===== src/hw/rtl/ps2mt_pkg.sv =====
// ----------------------------------------------------------------------------
// ps2mt_pkg - shared definitions for the PS/2 mouse packet tracker
// Header bit positions, reset limits, register indexes and framing states.
// ----------------------------------------------------------------------------
package ps2mt_pkg;

    // Default cursor coordinate width
    localparam int COORD_BITS_DEFAULT = 12;

    // Reset values of the limit registers (masked to the coordinate width)
    localparam int LIMIT_X_RESET = 1023;
    localparam int LIMIT_Y_RESET = 767;

    // Header byte bit positions
    localparam int HDR_SYNC_BIT  = 3;
    localparam int HDR_XSIGN_BIT = 4;
    localparam int HDR_YSIGN_BIT = 5;
    localparam int BTN_BITS      = 3;

    // Raw delta byte width; the sign-extended delta is one bit wider
    localparam int DELTA_BITS = 8;

    // Register indexes on the configuration port
    localparam logic REG_LIMIT_X = 1'b0;
    localparam logic REG_LIMIT_Y = 1'b1;

    // Position within a three-byte packet
    typedef enum logic [2:0] {
        SLOT_HDR = 3'b001,
        SLOT_X   = 3'b010,
        SLOT_Y   = 3'b100
    } slot_t;

endpackage


===== src/hw/rtl/ps2_mouse_packet_tracker.sv =====
// ----------------------------------------------------------------------------
// ps2_mouse_packet_tracker - PS/2 three-byte mouse packet decoder
// Frames auxiliary bytes into packets and tracks a clamped cursor position.
// ----------------------------------------------------------------------------
// Usage:
//   Byte channel (byte_valid/byte_stall, rx_byte, from_aux) carries bytes
//   read from the controller; bytes with from_aux low are discarded. A header
//   byte without bit 3 set is dropped to regain packet framing.
//   Position channel (pos_valid/pos_stall, cursor_x, cursor_y, button_bits)
//   carries one transaction per completed three-byte packet.
//   A byte taken is held in the input register and processed from there;
//   the resulting position is presented from the output register.
//   Throughput: one byte per cycle unless a position transaction stalls, set
//   by the single input register feeding the combinational framing and axis logic.
//   A stalled position transaction holds in the output register; a byte
//   already in the input register then holds as well and byte_stall rises,
//   so at most one byte waits behind a stalled transaction.
//   Reset: framing returns to the header slot, limits go to 1023 and 767
//   (masked to COORD_BITS) and the cursor to the centre of each range.
//   APB: limit_x at 0x0, limit_y at 0x4; a write recentres that axis to
//   (limit+1)/2. Write only while no transaction is in flight.
// ----------------------------------------------------------------------------
module ps2_mouse_packet_tracker #(
    parameter int COORD_BITS = ps2mt_pkg::COORD_BITS_DEFAULT
) (
    input  logic                             clk,
    input  logic                             rst_n,
    // APB configuration port
    input  logic                             psel,
    input  logic                             penable,
    input  logic                             pwrite,
    input  logic [2:0]                       paddr,
    input  logic [31:0]                      pwdata,
    output logic [31:0]                      prdata,
    output logic                             pready,
    // Byte channel
    input  logic                             byte_valid,
    output logic                             byte_stall,
    input  logic [7:0]                       rx_byte,
    input  logic                             from_aux,
    // Position channel
    output logic                             pos_valid,
    input  logic                             pos_stall,
    output logic [COORD_BITS-1:0]            cursor_x,
    output logic [COORD_BITS-1:0]            cursor_y,
    output logic [ps2mt_pkg::BTN_BITS-1:0]   button_bits
);

    // Reset limits masked to the coordinate width, and their centres
    localparam int LimXRst = ps2mt_pkg::LIMIT_X_RESET % (2 ** COORD_BITS);
    localparam int LimYRst = ps2mt_pkg::LIMIT_Y_RESET % (2 ** COORD_BITS);
    localparam logic [COORD_BITS-1:0] LimXInit = COORD_BITS'(LimXRst);
    localparam logic [COORD_BITS-1:0] LimYInit = COORD_BITS'(LimYRst);
    localparam logic [COORD_BITS-1:0] CurXInit = COORD_BITS'((LimXRst + 1) / 2);
    localparam logic [COORD_BITS-1:0] CurYInit = COORD_BITS'((LimYRst + 1) / 2);

    // Input register
    logic                   s1_valid_reg, s1_valid_next;
    logic [7:0]             s1_byte_reg;
    logic                   s1_aux_reg;

    // Framing state
    ps2mt_pkg::slot_t       slot_reg, slot_next;
    logic                   xsign_reg, xsign_next;
    logic                   ysign_reg, ysign_next;
    logic [ps2mt_pkg::BTN_BITS-1:0] btn_reg, btn_next;
    logic [7:0]             xbyte_reg, xbyte_next;

    // Position and limits
    logic [COORD_BITS-1:0]  limit_x_reg, limit_x_next;
    logic [COORD_BITS-1:0]  limit_y_reg, limit_y_next;
    logic [COORD_BITS-1:0]  cur_x_reg, cur_x_next;
    logic [COORD_BITS-1:0]  cur_y_reg, cur_y_next;
    logic [COORD_BITS-1:0]  step_x, step_y;

    // Output register
    logic                   out_valid_reg, out_valid_next;
    logic [COORD_BITS-1:0]  out_x_reg, out_x_next;
    logic [COORD_BITS-1:0]  out_y_reg, out_y_next;
    logic [ps2mt_pkg::BTN_BITS-1:0] out_btn_reg, out_btn_next;

    logic                   byte_accept;
    logic                   advance;
    logic                   pkt_done;
    logic                   cfg_write;
    logic                   cfg_index;
    logic [COORD_BITS:0]    wr_plus_one;

    // ------------------------------------------------------------------
    // Handshakes: the processing stage advances when the output register
    // is free or being drained this cycle.
    // ------------------------------------------------------------------
    assign advance     = s1_valid_reg && (!out_valid_reg || !pos_stall);
    assign byte_stall  = s1_valid_reg && !advance;
    assign byte_accept = byte_valid && !byte_stall;

    assign cfg_write   = psel && penable && pwrite;
    assign cfg_index   = paddr[2];
    assign pready      = 1'b1;
    assign wr_plus_one = {1'b0, pwdata[COORD_BITS-1:0]} + (COORD_BITS+1)'(1);

    // Axis updates, one instance per axis, applied at the third byte of every packet
    ps2mt_axis_step #(
        .COORD_BITS (COORD_BITS)
    ) u_step_x (
        .cur        (cur_x_reg),
        .limit      (limit_x_reg),
        .delta_byte (xbyte_reg),
        .delta_sign (xsign_reg),
        .subtract   (1'b0),
        .cur_next   (step_x)
    );

    ps2mt_axis_step #(
        .COORD_BITS (COORD_BITS)
    ) u_step_y (
        .cur        (cur_y_reg),
        .limit      (limit_y_reg),
        .delta_byte (s1_byte_reg),
        .delta_sign (ysign_reg),
        .subtract   (1'b1),
        .cur_next   (step_y)
    );

    // ------------------------------------------------------------------
    // Framing, position update, limit writes and output register
    // ------------------------------------------------------------------
    always_comb
    begin
        s1_valid_next  = byte_accept ? 1'b1 : (advance ? 1'b0 : s1_valid_reg);
        slot_next      = slot_reg;
        xsign_next     = xsign_reg;
        ysign_next     = ysign_reg;
        btn_next       = btn_reg;
        xbyte_next     = xbyte_reg;
        cur_x_next     = cur_x_reg;
        cur_y_next     = cur_y_reg;
        limit_x_next   = limit_x_reg;
        limit_y_next   = limit_y_reg;
        pkt_done       = 1'b0;

        if (advance && s1_aux_reg)
        begin
            case (slot_reg)
                ps2mt_pkg::SLOT_HDR:
                begin
                    // Drop a header without the sync bit to regain framing
                    if (s1_byte_reg[ps2mt_pkg::HDR_SYNC_BIT])
                    begin
                        xsign_next = s1_byte_reg[ps2mt_pkg::HDR_XSIGN_BIT];
                        ysign_next = s1_byte_reg[ps2mt_pkg::HDR_YSIGN_BIT];
                        btn_next   = s1_byte_reg[ps2mt_pkg::BTN_BITS-1:0];
                        slot_next  = ps2mt_pkg::SLOT_X;
                    end
                end
                ps2mt_pkg::SLOT_X:
                begin
                    xbyte_next = s1_byte_reg;
                    slot_next  = ps2mt_pkg::SLOT_Y;
                end
                default:
                begin
                    cur_x_next = step_x;
                    cur_y_next = step_y;
                    pkt_done   = 1'b1;
                    slot_next  = ps2mt_pkg::SLOT_HDR;
                end
            endcase
        end

        // Limit writes must arrive only while idle (not enforced here); recentre the written axis
        if (cfg_write)
        begin
            case (cfg_index)
                ps2mt_pkg::REG_LIMIT_X:
                begin
                    limit_x_next = pwdata[COORD_BITS-1:0];
                    cur_x_next   = wr_plus_one[COORD_BITS:1];
                end
                ps2mt_pkg::REG_LIMIT_Y:
                begin
                    limit_y_next = pwdata[COORD_BITS-1:0];
                    cur_y_next   = wr_plus_one[COORD_BITS:1];
                end
                default:
                begin
                    limit_x_next = limit_x_reg;
                end
            endcase
        end

        // Hold a stalled transaction; load a fresh one when a packet completes
        out_x_next   = out_x_reg;
        out_y_next   = out_y_reg;
        out_btn_next = out_btn_reg;
        if (pkt_done)
        begin
            out_valid_next = 1'b1;
            out_x_next     = step_x;
            out_y_next     = step_y;
            out_btn_next   = btn_reg;
        end
        else if (out_valid_reg && !pos_stall)
        begin
            out_valid_next = 1'b0;
        end
        else
        begin
            out_valid_next = out_valid_reg;
        end
    end

    always_ff @(posedge clk or negedge rst_n)
    begin
        if (!rst_n)
        begin
            s1_valid_reg  <= 1'b0;
            slot_reg      <= ps2mt_pkg::SLOT_HDR;
            xsign_reg     <= 1'b0;
            ysign_reg     <= 1'b0;
            btn_reg       <= '0;
            xbyte_reg     <= '0;
            limit_x_reg   <= LimXInit;
            limit_y_reg   <= LimYInit;
            cur_x_reg     <= CurXInit;
            cur_y_reg     <= CurYInit;
            out_valid_reg <= 1'b0;
        end
        else
        begin
            s1_valid_reg  <= s1_valid_next;
            slot_reg      <= slot_next;
            xsign_reg     <= xsign_next;
            ysign_reg     <= ysign_next;
            btn_reg       <= btn_next;
            xbyte_reg     <= xbyte_next;
            limit_x_reg   <= limit_x_next;
            limit_y_reg   <= limit_y_next;
            cur_x_reg     <= cur_x_next;
            cur_y_reg     <= cur_y_next;
            out_valid_reg <= out_valid_next;
        end
    end

    // Payload registers: no reset needed
    always_ff @(posedge clk)
    begin
        if (byte_accept)
        begin
            s1_byte_reg <= rx_byte;
            s1_aux_reg  <= from_aux;
        end
        out_x_reg   <= out_x_next;
        out_y_reg   <= out_y_next;
        out_btn_reg <= out_btn_next;
    end

    // Register readback
    always_comb
    begin
        case (cfg_index)
            ps2mt_pkg::REG_LIMIT_X: prdata = 32'(limit_x_reg);
            ps2mt_pkg::REG_LIMIT_Y: prdata = 32'(limit_y_reg);
            default:                prdata = '0;
        endcase
    end

    assign pos_valid   = out_valid_reg;
    assign cursor_x    = out_x_reg;
    assign cursor_y    = out_y_reg;
    assign button_bits = out_btn_reg;

    // ------------------------------------------------------------------
    // Assertions
    // ------------------------------------------------------------------

    // The tracked position never leaves its range
    a_cursor_in_range: assert property (@(posedge clk) disable iff (!rst_n)
        (cur_x_reg <= limit_x_reg) && (cur_y_reg <= limit_y_reg))
        else $error("cursor position beyond its limit");

    // The input register holds only behind a stalled position transaction
    a_hold_cause: assert property (@(posedge clk) disable iff (!rst_n)
        (s1_valid_reg && !advance) |-> (out_valid_reg && pos_stall))
        else $error("input register held without an output stall");

    // A third byte completes a packet: result presented, framing back to header
    a_packet_close: assert property (@(posedge clk) disable iff (!rst_n)
        (advance && s1_aux_reg && (slot_reg == ps2mt_pkg::SLOT_Y))
        |=> (out_valid_reg && (slot_reg == ps2mt_pkg::SLOT_HDR)))
        else $error("completed packet did not produce a position");

endmodule


===== src/hw/rtl/ps2mt_axis_step.sv =====
// ----------------------------------------------------------------------------
// ps2mt_axis_step - one cursor axis update
// Add or subtract a 9-bit signed delta and clamp the result to 0..limit.
// ----------------------------------------------------------------------------
module ps2mt_axis_step #(
    parameter int COORD_BITS = ps2mt_pkg::COORD_BITS_DEFAULT
) (
    input  logic [COORD_BITS-1:0]           cur,
    input  logic [COORD_BITS-1:0]           limit,
    input  logic [ps2mt_pkg::DELTA_BITS-1:0] delta_byte,
    input  logic                            delta_sign,
    input  logic                            subtract,
    output logic [COORD_BITS-1:0]           cur_next
);

    localparam int SumW = COORD_BITS + 2;

    logic signed [ps2mt_pkg::DELTA_BITS:0] delta;
    logic signed [SumW-1:0]                cur_ext;
    logic signed [SumW-1:0]                delta_ext;
    logic signed [SumW-1:0]                sum;

    always_comb
    begin
        delta     = {delta_sign, delta_byte};
        cur_ext   = SumW'({2'b00, cur});
        delta_ext = SumW'(delta);
        sum       = subtract ? (cur_ext - delta_ext) : (cur_ext + delta_ext);

        // Clamp below at zero, above at the limit
        if (sum[SumW-1])
        begin
            cur_next = '0;
        end
        else if (sum[SumW-2:0] > {1'b0, limit})
        begin
            cur_next = limit;
        end
        else
        begin
            cur_next = sum[COORD_BITS-1:0];
        end
    end

endmodule


===== config.mk =====
export PLATFORM = sky130hd
export DESIGN_NAME = ps2_mouse_packet_tracker
export DESIGN_NICKNAME = d
export VERILOG_FILES = /design/src/hw/rtl/ps2mt_pkg.sv /design/src/hw/rtl/ps2_mouse_packet_tracker.sv /design/src/hw/rtl/ps2mt_axis_step.sv
export SDC_FILE = /design/constraint.sdc
export NUM_CORES = 1
export LEC_CHECK = 0
export BUFFER_PORTS_ARGS = -buffer_cell sky130_fd_sc_hd__buf_2
export CORE_UTILIZATION = 45
export CTS_BUF_LIST = sky130_fd_sc_hd__clkbuf_16
export DETAILED_ROUTE_END_ITERATION = 12
export HOLD_SLACK_MARGIN = 0.1
export PLACE_DENSITY = 0.72
export REMOVE_ABC_BUFFERS = 1
export SLEW_MARGIN = 20
export SYNTH_ARGS = -nofsm -noshare
export SYNTH_HDL_FRONTEND = slang
export SYNTH_SLANG_ARGS = --single-unit

===== constraint.sdc =====
create_clock -name clk -period 10.6 [get_ports clk]
set_input_delay 2.12 -clock clk [delete_from_list [all_inputs] [get_ports clk]]
set_output_delay 2.12 -clock clk [all_outputs]
set_load 0.005 [all_outputs]

==> run metrics <==
top cells by area, synth edfxtp_1, dfrtp_1, ha_1, dfstp_2, o21ai_0; Die Y 124 µm; post-synthesis average cell area about 9.2 µm²; leakage 3.31 nW; status complete, no violations; Critical Path Sink Type flop; critical path data arrival time 5540 ps; vias in the first global route 5085; first drt pass iteration count 5; CTS H-tree lvls 3; Core ar. 14600 µm²; DR iter-0 viols 413; GRT overflow 0; CP Max Fanout 17; wire per inst 16.7 µm; placed cell areas 7170 µm²; Total Power 0.00289 W; Setup Crit Path Kind flop to flop; Seq cells post-synth 102; actual slew at the worst max-slew pin 1050 ps; clk buf depth 2; DR vias 5475; area growth from synthesis to layout 10.9%; TritonCTS Buffers 9; IR drop worst, VDD 0.189 mV; clk_skew between 10 and 15 ps; antenna-violating nets left 0; Tot GR Track Use 21.7%; Die Width roughly 120 µm; final-report hold violation count 0; starting density of the core a little under half; area share of the largest cell type after synthesis 16.0%; layout cells sized above 1 between 10% and 20%; Setup crit start kind flop; EDFF count, synth 36; diode count 0; most frequent cells in the layout nand2_1, buf_2, o21ai_0; DRT Wirelength 16400 µm; setup bufs post-CTS 0; DRC Markers 0; setup TNS 0 ps; async set-reset flop share out of synthesis 64.7%; Final Instance Area 7480 µm²; CTS tree done; first-pass GRT wire length 26300 µm; Vias/cell about 5.6; fmax ~0.19 GHz; hold slack 454 ps; Synth area leader edfxtp_1; GPL Wtd Cong 0.876; worst-skew pair later-pin latency 370 ps; post-synthesis cell area 6750 µm²; slew margin rel. 29.7%; Min-Delay Path Class flop to flop; antenna violations before repair 0; die area 15500 µm²; most common cell after layout, fill and taps aside nand2_1; Synth cell types 64; Final Max Slew Viols 0; Final nets 896; Post-CTS Resized 0; port buffer count 69; unrepaired setup endpoints after global routing no; final setup fails 0; Post-Synthesis Cells 736; Synth Flop Type dfrtp_1; clk sink count 102; Tmin final 5260 ps; Cell Rows 44; worst reg2reg path depth 17; max-cap viol count 0; Req. time, crit path 10880 ps; post-synthesis sequential area ratio about two fifths; largest net degree at the start of global routing 67; dpl hpwl 11900 µm; # hold bufs at CTS 0; Ports around 110; clock-pin slew on the worst setup and hold paths 70 ps; Min-Delay Path Depth 0; synth warn 0; CTS Root Cell clkbuf_16; Tcrit/Tclk final 49.6%; PwrDens 386 nW/µm²
[worst paths after layout]
path	from	to	slack, ps
worst max-delay path	s1_byte_reg[1]$_DFFE_PP_	cur_y_reg[11]$_DFF_PN0_	5340
worst max register to register	s1_byte_reg[1]$_DFFE_PP_	cur_y_reg[11]$_DFF_PN0_	5340
min in group asynchronous	rst_n	btn_reg[1]$_DFFE_PN0P_	1940
max in group asynchronous	rst_n	limit_x_reg[10]$_DFFE_PN0P_	8070
worst min register to register	btn_reg[1]$_DFFE_PN0P_	button_bits[1]$_DFFE_PP_	450
worst min-delay path	btn_reg[1]$_DFFE_PN0P_	button_bits[1]$_DFFE_PP_	450
[where the power goes]
| part | switching, W | internal [W] |
|---|---|---|
| sequential | 0.0000804 | 0.000608 |
| combinational | 0.00110 | 0.000759 |
| clock | 0.000158 | 0.000184 |
[cell families after synthesis]
kind of cell               count (synthesis)  share of synthesized area, %
muxes                                     11                          1.84
and+or+nand+nor                          209                          15.2
adders and majority gates                 53                          10.1
buffers and inverters                    108                          7.31
xor gates and xnor gates                  27                          3.51
AOI/OAI and AO/OA                        224                          21.1
other                                      2                         0.111
DFF                                      102                          40.9
[through the flow]
stage	utilization, %	std cells	setup WS, ps
after detailed placement	49.2	965	5440
after global routing	51.3	981	4850
after floorplan	-	705	6190
final	51.3	981	5340
after CTS	51.2	981	5380
after global placement	49.2	965	5560
[cell type report]
cell class	count	area, µm²
Inverter	58	218
Clock inverter	7	73.8
Fill cell	1365	7110
Timing Repair Buffer	76	398
Sequential cell	102	2760
Tap cell	184	230
Multi-Input combinational cell	545	3580
Clock buffer	9	225
[worst max-delay path, cell delays in order (launching register included)]
cell	delay [ps]
edfxtp_1	490
inv_1	80
ha_1	290
nor2b_1	160
o31ai_1	320
o21ai_1	170
or2_2	310
a31oi_1	220
xor2_1	130
ha_1	350
nand3_1	160
o41ai_2	350
o22ai_1	140
a211oi_1	220
a21boi_2	500
or2_0	870
a21oi_1	210
o22ai_1	210
[cells in the mapped netlist, types with 3 or more instances]
| master | number |
|---|---|
| buf_2 | 4 |
| and2_1 | 4 |
| nand2b_1 | 6 |
| o21a_1 | 9 |
| or2_2 | 3 |
| a32oi_1 | 4 |
| mux2_2 | 11 |
| o211ai_1 | 4 |
| or4_1 | 8 |
| nor2_1 | 45 |
| and3_1 | 12 |
| dfrtp_1 | 43 |
| a21o_1 | 11 |
| o21ai_0 | 67 |
| inv_1 | 58 |
| a21oi_1 | 66 |
| nor3_1 | 14 |
| dfstp_2 | 23 |
| edfxtp_1 | 36 |
| or3_1 | 10 |
| ha_1 | 51 |
| nand4_1 | 4 |
| xnor2_1 | 20 |
| clkbuf_1 | 24 |
| o31a_1 | 4 |
| a22oi_1 | 11 |
| buf_4 | 21 |
| xor2_1 | 7 |
| nand3_1 | 14 |
| a31oi_1 | 9 |
| nand2_1 | 73 |
| nor2b_1 | 4 |
| o21ba_2 | 14 |
| a211oi_1 | 4 |
[layer usage]
| layer | part of all wire (%) | track usage (%) | up-vias |
|---|---|---|---|
| met1 | 47 | 29.9 | 2561 |
| met5 | 0 | 0 | - |
| met3 | 7.5 | 6.14 | 17 |
| met4 | 1.0 | 5.10 | 0 |
| met2 | 45 | 33.7 | 202 |
| li1 | - | - | 2695 |
No activity file was read; power rests on OpenSTA's default activity.
